**src/rtl/tsrm_pkg.sv**
```systemverilog
package tsrm_pkg;

    // payload widths fixed by the channel definitions
    localparam int SLOT_W  = 3;
    localparam int ENTRY_W = 32;
    localparam int PRIO_W  = 8;
    localparam int COUNT_W = 3;

    typedef enum logic [2:0] {
        ACT_INIT         = 3'd0,
        ACT_CREATE       = 3'd1,
        ACT_TERMINATE    = 3'd2,
        ACT_SUSPEND      = 3'd3,
        ACT_RESUME       = 3'd4,
        ACT_SET_CURRENT  = 3'd5,
        ACT_EXIT_CURRENT = 3'd6,
        ACT_QUERY        = 3'd7
    } t_action;

    typedef enum logic [2:0] {
        STS_OK          = 3'd0,
        STS_NOT_INIT    = 3'd1,
        STS_NO_FREE     = 3'd2,
        STS_NULL        = 3'd3,
        STS_IDLE_TARGET = 3'd4,
        STS_NO_TASKS    = 3'd5,
        STS_NOT_IN_RING = 3'd6,
        STS_NOT_BLOCKED = 3'd7
    } t_status;

    typedef enum logic [1:0] {
        SLOT_UNUSED  = 2'd0,
        SLOT_READY   = 2'd1,
        SLOT_BLOCKED = 2'd2,
        SLOT_TERM    = 2'd3
    } t_slot_state;

    // controller to datapath
    typedef struct packed {
        logic load_in;
        logic exec;
        logic walk;
        logic unlink;
        logic load_out;
    } t_cmd;

    // datapath to controller
    typedef struct packed {
        logic walk_req;
        logic found;
        logic absent;
        logic out_free;
    } t_sts;

endpackage

```
**src/rtl/tsrm_req_if.sv**
```systemverilog
interface tsrm_req_if;
    import tsrm_pkg::*;

    logic                valid;
    logic                ready;
    t_action             action;
    logic [SLOT_W-1:0]   slot;
    logic [ENTRY_W-1:0]  task_entry;
    logic [PRIO_W-1:0]   priority_req;

    modport source (output valid, action, slot, task_entry, priority_req, input ready);
    modport sink   (input valid, action, slot, task_entry, priority_req, output ready);

endinterface

```
**src/rtl/tsrm_rsp_if.sv**
```systemverilog
interface tsrm_rsp_if;
    import tsrm_pkg::*;

    logic                valid;
    logic                ready;
    t_status             status;
    logic [SLOT_W-1:0]   result_slot;
    logic [SLOT_W-1:0]   current_slot;
    logic [ENTRY_W-1:0]  current_entry;
    logic [PRIO_W-1:0]   current_priority;
    logic [COUNT_W-1:0]  live_tasks;
    logic                initialized;

    modport source (output valid, status, result_slot, current_slot, current_entry,
                    current_priority, live_tasks, initialized, input ready);
    modport sink   (input valid, status, result_slot, current_slot, current_entry,
                    current_priority, live_tasks, initialized, output ready);

endinterface

```
**src/rtl/tsrm_ctrl.sv**
```systemverilog
module tsrm_ctrl (
    input  logic           i_clk,
    input  logic           i_rst_n,
    input  logic           i_in_valid,
    output logic           o_in_ready,
    input  tsrm_pkg::t_sts i_sts,
    output tsrm_pkg::t_cmd o_cmd
);
    import tsrm_pkg::*;

    typedef enum logic [4:0] {
        S_IDLE   = 5'b00001,
        S_EXEC   = 5'b00010,
        S_WALK   = 5'b00100,
        S_UNLINK = 5'b01000,
        S_OUT    = 5'b10000
    } t_state;

    t_state r_state;
    t_state n_state;

    // sequencing of one action
    always_comb begin
        n_state    = r_state;
        o_cmd      = '0;
        o_in_ready = 1'b0;
        unique case (r_state)
            S_IDLE: begin
                // no transfer while reset is held
                o_in_ready = i_rst_n;
                if (i_in_valid && i_rst_n) begin
                    o_cmd.load_in = 1'b1;
                    n_state       = S_EXEC;
                end
            end
            S_EXEC: begin
                o_cmd.exec = 1'b1;
                n_state    = i_sts.walk_req ? S_WALK : S_OUT;
            end
            S_WALK: begin
                o_cmd.walk = 1'b1;
                priority if (i_sts.found) begin
                    n_state = S_UNLINK;
                end else if (i_sts.absent) begin
                    n_state = S_OUT;
                end else begin
                    n_state = S_WALK;
                end
            end
            S_UNLINK: begin
                o_cmd.unlink = 1'b1;
                n_state      = S_OUT;
            end
            S_OUT: begin
                if (i_sts.out_free) begin
                    o_cmd.load_out = 1'b1;
                    n_state        = S_IDLE;
                end
            end
            default: begin
                n_state = S_IDLE;
            end
        endcase
    end

    // state register
    always_ff @(posedge i_clk) begin
        if (!i_rst_n) begin
            r_state <= S_IDLE;
        end else begin
            r_state <= n_state;
        end
    end

endmodule

```
**src/rtl/tsrm_dp.sv**
```systemverilog
module tsrm_dp #(
    parameter int NUM_SLOTS = 6
) (
    input  logic                           i_clk,
    input  logic                           i_rst_n,
    input  tsrm_pkg::t_cmd                 i_cmd,
    output tsrm_pkg::t_sts                 o_sts,
    input  logic                           i_cfg_we,
    input  logic [tsrm_pkg::ENTRY_W-1:0]   i_cfg_wdata,
    input  tsrm_pkg::t_action              i_action,
    input  logic [tsrm_pkg::SLOT_W-1:0]    i_slot,
    input  logic [tsrm_pkg::ENTRY_W-1:0]   i_task_entry,
    input  logic [tsrm_pkg::PRIO_W-1:0]    i_priority_req,
    input  logic                           i_out_ready,
    output logic                           o_out_valid,
    output tsrm_pkg::t_status              o_status,
    output logic [tsrm_pkg::SLOT_W-1:0]    o_result_slot,
    output logic [tsrm_pkg::SLOT_W-1:0]    o_current_slot,
    output logic [tsrm_pkg::ENTRY_W-1:0]   o_current_entry,
    output logic [tsrm_pkg::PRIO_W-1:0]    o_current_priority,
    output logic [tsrm_pkg::COUNT_W-1:0]   o_live_tasks,
    output logic                           o_initialized
);
    import tsrm_pkg::*;

    localparam int SW = $clog2(NUM_SLOTS);
    localparam int FD = NUM_SLOTS - 1;
    localparam logic [SW-1:0] LAST = SW'(NUM_SLOTS - 1);
    localparam logic [SW-1:0] FULL = SW'(FD);

    // configuration and latched request
    logic [ENTRY_W-1:0] r_idle_entry;
    t_action            r_act;
    logic [SLOT_W-1:0]  r_slot;
    logic [ENTRY_W-1:0] r_task_entry;
    logic [PRIO_W-1:0]  r_prio_req;

    // scheduler state
    logic               r_init;
    logic [SW-1:0]      r_total;
    logic [SW-1:0]      r_cur;
    logic [SW-1:0]      r_tail;
    logic [SW-1:0]      r_depth;
    logic [SW-1:0]      r_free  [FD];
    logic [SW-1:0]      r_link  [NUM_SLOTS];
    t_slot_state        r_stat  [NUM_SLOTS];
    logic [PRIO_W-1:0]  r_prio  [NUM_SLOTS];
    logic [ENTRY_W-1:0] r_entry [NUM_SLOTS];

    // per-action working registers
    t_status            r_status;
    logic [SLOT_W-1:0]  r_rslot;
    logic [SW-1:0]      r_w;
    logic [SW-1:0]      r_n;
    logic [SW-1:0]      r_pred;

    // result register
    logic               r_out_valid;
    t_status            r_o_status;
    logic [SLOT_W-1:0]  r_o_rslot;
    logic [SLOT_W-1:0]  r_o_cur;
    logic [ENTRY_W-1:0] r_o_entry;
    logic [PRIO_W-1:0]  r_o_prio;
    logic [COUNT_W-1:0] r_o_live;
    logic               r_o_init;

    logic               is_exit;
    logic               kill;
    logic               slot_null;
    logic               t_null;
    logic [SW-1:0]      tgt;
    logic [SW-1:0]      link_raddr;
    logic [SW-1:0]      link_rd;
    t_slot_state        stat_t;
    logic [SW-1:0]      free_top;
    logic [SW-1:0]      app_slot;
    logic               hit;
    logic               absent;
    t_status            ex_status;
    logic               walk_ok;
    logic               do_init;
    logic               do_create;
    logic               do_resume;
    logic               do_setcur;

    // target slot and single read ports
    assign is_exit    = (r_act == ACT_EXIT_CURRENT);
    assign kill       = (r_act == ACT_TERMINATE) || is_exit;
    assign slot_null  = (int'(r_slot) >= NUM_SLOTS);
    assign t_null     = !is_exit && slot_null;
    assign tgt        = is_exit ? r_cur : SW'(r_slot);
    assign link_raddr = i_cmd.walk ? r_w : tgt;
    assign link_rd    = r_link[link_raddr];
    assign stat_t     = r_stat[tgt];
    assign free_top   = r_free[r_depth - 1'b1];
    assign app_slot   = do_create ? free_top : tgt;

    // ring walk step: predecessor found, or wrapped / out of links
    assign hit    = (link_rd == tgt);
    assign absent = !hit && (((r_w == r_cur) && (r_n != '0)) || (r_n == LAST));

    // error checks in reporting order
    always_comb begin
        ex_status = STS_OK;
        walk_ok   = 1'b0;
        do_init   = 1'b0;
        do_create = 1'b0;
        do_resume = 1'b0;
        do_setcur = 1'b0;
        unique case (r_act)
            ACT_INIT: begin
                do_init = 1'b1;
            end
            ACT_CREATE: begin
                priority if (!r_init) begin
                    ex_status = STS_NOT_INIT;
                end else if (r_task_entry == '0) begin
                    ex_status = STS_NULL;
                end else if (r_depth == '0) begin
                    ex_status = STS_NO_FREE;
                end else begin
                    do_create = 1'b1;
                end
            end
            ACT_TERMINATE, ACT_SUSPEND, ACT_EXIT_CURRENT: begin
                priority if (!r_init) begin
                    ex_status = STS_NOT_INIT;
                end else if (t_null) begin
                    ex_status = STS_NULL;
                end else if (tgt == '0) begin
                    ex_status = STS_IDLE_TARGET;
                end else if (r_total == '0) begin
                    ex_status = STS_NO_TASKS;
                end else begin
                    walk_ok = 1'b1;
                end
            end
            ACT_RESUME: begin
                priority if (!r_init) begin
                    ex_status = STS_NOT_INIT;
                end else if (t_null) begin
                    ex_status = STS_NULL;
                end else if (tgt == '0) begin
                    ex_status = STS_IDLE_TARGET;
                end else if (stat_t != SLOT_BLOCKED) begin
                    ex_status = STS_NOT_BLOCKED;
                end else if (r_total == '0) begin
                    ex_status = STS_NO_TASKS;
                end else begin
                    do_resume = 1'b1;
                end
            end
            ACT_SET_CURRENT: begin
                if (slot_null) begin
                    ex_status = STS_NULL;
                end else begin
                    do_setcur = 1'b1;
                end
            end
            ACT_QUERY: begin
                ex_status = STS_OK;
            end
        endcase
    end

    assign o_sts.walk_req = walk_ok;
    assign o_sts.found    = hit;
    assign o_sts.absent   = absent;
    assign o_sts.out_free = !r_out_valid || i_out_ready;

    // scheduler state updates
    always_ff @(posedge i_clk) begin
        if (!i_rst_n) begin
            r_idle_entry <= '0;
            r_init       <= 1'b0;
            r_total      <= '0;
            r_cur        <= '0;
            r_tail       <= '0;
            r_depth      <= '0;
            r_out_valid  <= 1'b0;
            for (int i = 0; i < NUM_SLOTS; i++) begin
                r_link[i]  <= '0;
                r_stat[i]  <= SLOT_UNUSED;
                r_prio[i]  <= '0;
                r_entry[i] <= '0;
            end
        end else begin
            if (i_cfg_we) begin
                r_idle_entry <= i_cfg_wdata;
            end
            if (i_cmd.exec) begin
                if (do_init) begin
                    r_init     <= 1'b1;
                    r_total    <= '0;
                    r_cur      <= '0;
                    r_tail     <= '0;
                    r_depth    <= FULL;
                    r_link[0]  <= '0;
                    r_prio[0]  <= '0;
                    r_entry[0] <= r_idle_entry;
                    r_stat[0]  <= SLOT_READY;
                end
                if (do_create) begin
                    r_depth           <= r_depth - 1'b1;
                    r_total           <= r_total + 1'b1;
                    r_prio[free_top]  <= r_prio_req;
                    r_entry[free_top] <= r_task_entry;
                end
                // append at the tail; a self-link resolves to zero
                if (do_create || do_resume) begin
                    r_link[r_tail]   <= app_slot;
                    r_link[app_slot] <= '0;
                    r_tail           <= app_slot;
                    r_stat[app_slot] <= SLOT_READY;
                end
                if (do_setcur) begin
                    r_cur <= tgt;
                end
            end
            if (i_cmd.unlink) begin
                r_link[r_pred] <= link_rd;
                if (tgt == r_tail) begin
                    r_tail <= r_pred;
                end
                if (tgt == r_cur) begin
                    r_cur <= link_rd;
                end
                if (kill) begin
                    r_stat[tgt] <= SLOT_TERM;
                    r_total     <= r_total - 1'b1;
                    if (r_depth != FULL) begin
                        r_depth <= r_depth + 1'b1;
                    end
                end else begin
                    r_stat[tgt] <= SLOT_BLOCKED;
                end
            end
            r_out_valid <= i_cmd.load_out || (r_out_valid && !i_out_ready);
        end
    end

    // request latch, walk registers, free stack and result payload
    always_ff @(posedge i_clk) begin
        if (i_cmd.load_in) begin
            r_act        <= i_action;
            r_slot       <= i_slot;
            r_task_entry <= i_task_entry;
            r_prio_req   <= i_priority_req;
            if (i_action == ACT_CREATE) begin
                r_rslot <= '0;
            end else if (i_action == ACT_EXIT_CURRENT) begin
                r_rslot <= SLOT_W'(r_cur);
            end else begin
                r_rslot <= i_slot;
            end
        end
        if (i_cmd.exec) begin
            r_status <= ex_status;
            r_w      <= r_cur;
            r_n      <= '0;
            if (do_create) begin
                r_rslot <= SLOT_W'(free_top);
            end
            // refill with slot one on top
            if (do_init) begin
                for (int k = 0; k < FD; k++) begin
                    r_free[k] <= SW'(FD - k);
                end
            end
        end
        if (i_cmd.walk) begin
            priority if (hit) begin
                r_pred <= r_w;
            end else if (absent) begin
                r_status <= STS_NOT_IN_RING;
            end else begin
                r_w <= link_rd;
                r_n <= r_n + 1'b1;
            end
        end
        if (i_cmd.unlink && kill && (r_depth != FULL)) begin
            r_free[r_depth] <= tgt;
        end
        if (i_cmd.load_out) begin
            r_o_status <= r_status;
            r_o_rslot  <= r_rslot;
            r_o_cur    <= SLOT_W'(r_cur);
            r_o_entry  <= r_entry[r_cur];
            r_o_prio   <= r_prio[r_cur];
            r_o_live   <= COUNT_W'(r_total);
            r_o_init   <= r_init;
        end
    end

    assign o_out_valid        = r_out_valid;
    assign o_status           = r_o_status;
    assign o_result_slot      = r_o_rslot;
    assign o_current_slot     = r_o_cur;
    assign o_current_entry    = r_o_entry;
    assign o_current_priority = r_o_prio;
    assign o_live_tasks       = r_o_live;
    assign o_initialized      = r_o_init;

    // free slots plus live tasks never exceed the user slots
    a_stack_balance: assert property (@(posedge i_clk) disable iff (!i_rst_n)
        ((SW+1)'(r_depth) + (SW+1)'(r_total)) <= (SW+1)'(FD))
        else $error("free stack and task count out of balance");

    // current and tail always point at a real slot
    a_ptr_range: assert property (@(posedge i_clk) disable iff (!i_rst_n)
        (int'(r_cur) < NUM_SLOTS) && (int'(r_tail) < NUM_SLOTS))
        else $error("current or tail outside slot pool");

    // a terminate or exit current drops the task count by exactly one
    a_kill_count: assert property (@(posedge i_clk) disable iff (!i_rst_n)
        (i_cmd.unlink && kill) |=> (r_total == $past(r_total) - 1'b1))
        else $error("task count not decremented on terminate");

endmodule

```
**src/rtl/task_slot_ring_manager.sv**
```systemverilog
// Task slot ring manager: a pool of NUM_SLOTS slots, slot 0 the idle task.
// Request channel i_req carries one action (init, create, terminate,
// suspend, resume, set current, exit current, query) with a slot, an entry
// address and a priority; a transfer happens when valid and ready are high.
// Response channel o_rsp returns one result per request: status code, the
// result slot and a view of the current task, live count and init flag.
// i_cfg_we / i_cfg_wdata load the idle task's entry address, used by init.
// Sequence: after the request transfer the action is checked and executed,
// then the result is loaded into the output register; a terminate, suspend
// or exit current that passes its checks first walks the ready ring one
// link per cycle from the current task and, when the target is found,
// unlinks it before the result is loaded.
// One request is in work at a time; ready returns once the result is
// loaded into the output register.
// A stalled response holds in the output register while the next request is
// taken and worked up to its own result, which then waits for the slot.
// Reset clears all slot tables, pointers and counts; the block is usable at
// once and reports not initialized until an init action has run.
module task_slot_ring_manager #(
    parameter int NUM_SLOTS = 6
) (
    input  logic                          i_clk,
    input  logic                          i_rst_n,
    tsrm_req_if.sink                      i_req,
    tsrm_rsp_if.source                    o_rsp,
    input  logic                          i_cfg_we,
    input  logic [tsrm_pkg::ENTRY_W-1:0]  i_cfg_wdata
);
    import tsrm_pkg::*;

    t_cmd cmd;
    t_sts sts;

    // action sequencer
    tsrm_ctrl u_ctrl (
        .i_clk      (i_clk),
        .i_rst_n    (i_rst_n),
        .i_in_valid (i_req.valid),
        .o_in_ready (i_req.ready),
        .i_sts      (sts),
        .o_cmd      (cmd)
    );

    // slot tables, ring pointers and result register
    tsrm_dp #(
        .NUM_SLOTS (NUM_SLOTS)
    ) u_dp (
        .i_clk              (i_clk),
        .i_rst_n            (i_rst_n),
        .i_cmd              (cmd),
        .o_sts              (sts),
        .i_cfg_we           (i_cfg_we),
        .i_cfg_wdata        (i_cfg_wdata),
        .i_action           (i_req.action),
        .i_slot             (i_req.slot),
        .i_task_entry       (i_req.task_entry),
        .i_priority_req     (i_req.priority_req),
        .i_out_ready        (o_rsp.ready),
        .o_out_valid        (o_rsp.valid),
        .o_status           (o_rsp.status),
        .o_result_slot      (o_rsp.result_slot),
        .o_current_slot     (o_rsp.current_slot),
        .o_current_entry    (o_rsp.current_entry),
        .o_current_priority (o_rsp.current_priority),
        .o_live_tasks       (o_rsp.live_tasks),
        .o_initialized      (o_rsp.initialized)
    );

endmodule
```
**src/flat_wrapper.sv**
```systemverilog
// flat-port wrapper written by rule: the top's interface ports become plain ports
module task_slot_ring_manager_flat import tsrm_pkg::*;
#(
    parameter int NUM_SLOTS = 6
)
  (i_clk, i_rst_n, i_cfg_we, i_cfg_wdata, i_req_valid, i_req_action, i_req_slot, i_req_task_entry, i_req_priority_req, i_req_ready, o_rsp_valid, o_rsp_status, o_rsp_result_slot, o_rsp_current_slot, o_rsp_current_entry, o_rsp_current_priority, o_rsp_live_tasks, o_rsp_initialized, o_rsp_ready);
  tsrm_req_if i_req_i ();
  tsrm_rsp_if o_rsp_i ();
  input  logic i_clk;
  input  logic i_rst_n;
  input  logic i_cfg_we;
  input  logic [tsrm_pkg::ENTRY_W-1:0] i_cfg_wdata;
  input wire logic [$bits(i_req_i.valid)-1:0] i_req_valid;
  input wire logic [$bits(i_req_i.action)-1:0] i_req_action;
  input wire logic [$bits(i_req_i.slot)-1:0] i_req_slot;
  input wire logic [$bits(i_req_i.task_entry)-1:0] i_req_task_entry;
  input wire logic [$bits(i_req_i.priority_req)-1:0] i_req_priority_req;
  output wire logic [$bits(i_req_i.ready)-1:0] i_req_ready;
  output wire logic [$bits(o_rsp_i.valid)-1:0] o_rsp_valid;
  output wire logic [$bits(o_rsp_i.status)-1:0] o_rsp_status;
  output wire logic [$bits(o_rsp_i.result_slot)-1:0] o_rsp_result_slot;
  output wire logic [$bits(o_rsp_i.current_slot)-1:0] o_rsp_current_slot;
  output wire logic [$bits(o_rsp_i.current_entry)-1:0] o_rsp_current_entry;
  output wire logic [$bits(o_rsp_i.current_priority)-1:0] o_rsp_current_priority;
  output wire logic [$bits(o_rsp_i.live_tasks)-1:0] o_rsp_live_tasks;
  output wire logic [$bits(o_rsp_i.initialized)-1:0] o_rsp_initialized;
  input wire logic [$bits(o_rsp_i.ready)-1:0] o_rsp_ready;
  assign i_req_i.valid = i_req_valid;
  assign i_req_i.action = i_req_action;
  assign i_req_i.slot = i_req_slot;
  assign i_req_i.task_entry = i_req_task_entry;
  assign i_req_i.priority_req = i_req_priority_req;
  assign i_req_ready = i_req_i.ready;
  assign o_rsp_valid = o_rsp_i.valid;
  assign o_rsp_status = o_rsp_i.status;
  assign o_rsp_result_slot = o_rsp_i.result_slot;
  assign o_rsp_current_slot = o_rsp_i.current_slot;
  assign o_rsp_current_entry = o_rsp_i.current_entry;
  assign o_rsp_current_priority = o_rsp_i.current_priority;
  assign o_rsp_live_tasks = o_rsp_i.live_tasks;
  assign o_rsp_initialized = o_rsp_i.initialized;
  assign o_rsp_i.ready = o_rsp_ready;
  task_slot_ring_manager #(.NUM_SLOTS(NUM_SLOTS)) u_core (.i_clk(i_clk), .i_rst_n(i_rst_n), .i_req(i_req_i), .o_rsp(o_rsp_i), .i_cfg_we(i_cfg_we), .i_cfg_wdata(i_cfg_wdata));
endmodule
```
**config.mk**
```make
export PLATFORM = sky130hd
export DESIGN_NAME = task_slot_ring_manager_flat
export DESIGN_NICKNAME = d
export VERILOG_FILES = /design/src/rtl/tsrm_pkg.sv /design/src/rtl/tsrm_req_if.sv /design/src/rtl/tsrm_rsp_if.sv /design/src/rtl/tsrm_ctrl.sv /design/src/rtl/tsrm_dp.sv /design/src/rtl/task_slot_ring_manager.sv /design/src/flat_wrapper.sv
export SDC_FILE = /design/constraint.sdc
export NUM_CORES = 1
export LEC_CHECK = 0
export ABC_AREA = 1
export BUFFER_PORTS_ARGS = -buffer_cell sky130_fd_sc_hd__clkbuf_2
export CORE_UTILIZATION = 30
export CTS_CLUSTER_SIZE = 8
export DETAILED_ROUTE_END_ITERATION = 8
export MAX_ROUTING_LAYER = met4
export SETUP_SLACK_MARGIN = 0.5
export SLEW_MARGIN = 0
export SYNTH_ARGS = -nofsm -noshare
export SYNTH_HDL_FRONTEND = slang
export SYNTH_SLANG_ARGS = --single-unit
```
**constraint.sdc**
```tcl
create_clock -name i_clk -period 6.35 [get_ports i_clk]
set_input_delay 0.635 -clock i_clk [delete_from_list [all_inputs] [get_ports i_clk]]
set_output_delay 0.635 -clock i_clk [all_outputs]
set_load 0.02 [all_outputs]
```
==> metrics.yaml <==
worst_setup_path:
  critPathMaxFanout: 41
  critPathLaunchType: "flop"
  worstSetupPathType: "reg -> reg"
  regToRegSetupSlack_ns: 1.34
  r2r-start: "u_core.u_dp.r_depth[0]"
  worstSetupEndpointType: "flop"
  path_depth: 13
  crit_end: "u_core.u_dp.r_entry[2][18]"
  slowest_delay_ns: 1.03
  cp.arrival_ns: 5.23
  path_buf_inv: 3
  reg2reg_to: "u_core.u_dp.r_entry[2][18]"
  crit_start: "u_core.u_dp.r_depth[0]"
  crit_path_top_delay_cell: "nand2_2"
  crit_required_ns: 6.56
  worstRegToRegCells: 13
  cpLargestDelayFamily: "simple AND/OR/NAND/NOR gates"
  path_cells: "inv_1, ha_1, inv_1, o21ai_0, o22ai_1, nor2_1, a31oi_1, nand3_1, nor2_1, inv_1, nor2_1, nand2_2, nand2_2"
drt:
  viasPerCell: 4.83
  drtPass1Iterations: 6
  wl_per_cell_um: 18.3
  wirelength_mm: 63.4
  ant_nets: 0
  drtIter0Drc: 1436
  drc: 0
  via_count: 16725
global_route:
  antenna_found_initial: 3
  gr-usage-all-layers_pct: 16.4
  grt_max_degree: 98
  gr-total-overflow: 0
  grt_first_pass_wirelength_mm: 95.9
  grt_pass1_vias: 16160
outcome:
  outcome: "finished, final reports clean"
floorplan:
  dieHeight_um: 281
  start_util_pct: 30.5
  rows: 101
  die_x_um: 281
  core_area_mm2: 0.0765
  io_pins: 138
  dieArea_mm2: 0.0789
pwr:
  peakVddDrop_v: 0.000158
  power_density_mw_per_mm2: 300
  leakage_nw: 10.2
  p_total_w: 0.00820
synthesis:
  synth.most_common_cell: "nor2_1"
  async_reset_ff_share_pct: 0
  yosysUniqueCellTypes: 42
  synth_edf_count: 462
  synth_seq_cells: 549
  seq_area_frac_synth_pct: 66.9
  netlist.area_leader.share_pct: 59.4
  avgSynthCellArea_um2: 10.3
  synthesis.area_mm2: 0.0233
  synth_warnings: 0
  syn_inst: 2259
  synth_fp_nets: 2352
  yosys-top-cells-count: "nor2_1 (669), edfxtp_1 (462), o21ai_0 (247), nand2_1 (176), inv_1 (149)"
  synth_top_cells_by_area: "edfxtp_1 (59%), nor2_1 (11%), dfxtp_1 (7.5%)"
  synthFlopType: "edfxtp_1"
  yosys.area.top_type: "edfxtp_1"
clock_tree:
  cts_sinks: 549
  cts_hold_buffers: 0
  cts_resized: 0
  htree_levels: 3
  cts.root.buffer_cell: "clkbuf_16"
  clkTransAtPathRegs_ns: 0.05
  cts_buffers: 78
  clock_tree.buffer_depth: 3
  clk_latency_ns: 0.61
  post-cts-setup-buffers: 0
  cts_tree: "yes"
final_layout:
  fillers: 7561
  nNetsFinal: 2476
  drive_above_1_share_pct: 12.3
  syn2layout_area_growth_pct: 17.1
  final_util_pct: 35.8
timing:
  finalClockSkew_ns: 0.0278
  finalSetupViolCount: 0
  setup-tns-final_ns: 0
  fmax_ghz: 0.199
  post-route-min-period_ns: 5.01
  post-route-period-util_pct: 79.0
  slew_headroom_pct: 22.6
  worst_pin_slew_ns: 1.15
  slew_viol_final: 0
  setup_slack_ns: 1.34
  final-hold-violation-count: 0
  rsz0062_at_grt: "no"
placement:
  place_congestion: 0.935
  hpwl_mm: 39.2
  io_buffer_count: 137
  place_ws_ns: 1.34
flow_run:
  drv_cap: 0
min_path:
  hp-class: "in -> reg"
  hp-start: "i_req_priority_req[6]"
==> routing by layer <==
layer | GRT usage (%) | routed length, um
met1 | 21.4 | 28500
met2 | 25.9 | 29800
met3 | 2.90 | 3790
met4 | 5.10 | 1230
met5 | - | 0
==> where the power goes <==
group,switching [W],internal (W)
sequential,0.0000412,0.00400
clock,0.00153,0.00235
combinational,0.000201,0.0000831
==> layout by cell type, fill, tap and decap left out, drive strengths merged, types with 2 or more instances in the layout <==
cell | synthesis | layout
nor2 | 672 | 672
a21oi | 45 | 45
o22ai | 50 | 50
clkbuf | 87 | 259
dfxtp | 87 | 87
clkinv | 1 | 5
nand3 | 77 | 77
nor4 | 5 | 5
a21boi | 20 | 20
nor3 | 14 | 14
xor2 | 3 | 3
nand4 | 9 | 9
o211ai | 13 | 13
xnor2 | 2 | 2
a221oi | 3 | 3
a31oi | 43 | 43
nand3b | 2 | 2
edfxtp | 462 | 462
a22oi | 16 | 16
nand2 | 187 | 187
o21ai | 260 | 260
inv | 156 | 157
buf | 30 | 24
diode | 0 | 3
ha | 10 | 10
==> state kept, by name, summed over array words and instances, names as in the netlist, 16 cells and up <==
name and cells:
u_core.u_dp.r_entry 256, u_core.u_dp.r_prio 64, u_core.u_dp.o_current_entry 32, u_core.u_dp.r_idle_entry 32, u_core.u_dp.r_task_entry 32, u_core.u_dp.r_free 24, u_core.u_dp.r_link 24, u_core.u_dp.r_stat 16
==> how the worst min path moves through the flow <==
stage / end / depth (start not counted)
floorplan: u_core.u_dp.o_status[2] / 0
global placement: u_core.u_dp.o_status[2] / 0
detailed placement: u_core.u_dp.o_status[1] / 0
CTS: u_core.u_dp.r_task_entry[21] / 1
global route: u_core.u_dp.r_task_entry[21] / 1
finish: u_core.u_dp.r_prio_req[6] / 1
==> metrics by stage <==
stage / instance area (um2) / hold WS, ns / std cells
floorplan: 23300 / 0.409 / 2259
global placement: 25100 / 0.425 / 3333
detailed placement: 25100 / 0.427 / 3333
CTS: 27300 / 0.178 / 3460
global route: 27300 / 0.189 / 3463
finish: 27300 / 0.211 / 3463
==> kinds of logic after synthesis <==
group | share of synthesized area, %
and+or+nand+nor | 16.6
adders and majority gates | 0.536
buffers and inverters | 4.72
xor gates and xnor gates | 0.188
DFF | 66.9
AOI/OAI and AO/OA | 11.0
==> layout make-up <==
cell class	instances	area, um2	share of cell area (%)
sequential	549	15600	57.1
multi-input combinational	1436	6690	24.5
clock buffer	122	2180	7.98
tap	1030	1290	4.71
timing repair buffer	161	866	3.17
inverter	157	593	2.17
clock inverter	5	91.3	0.334
antenna	3	7.51	0.0275
Power figures use the tool's default switching activity.
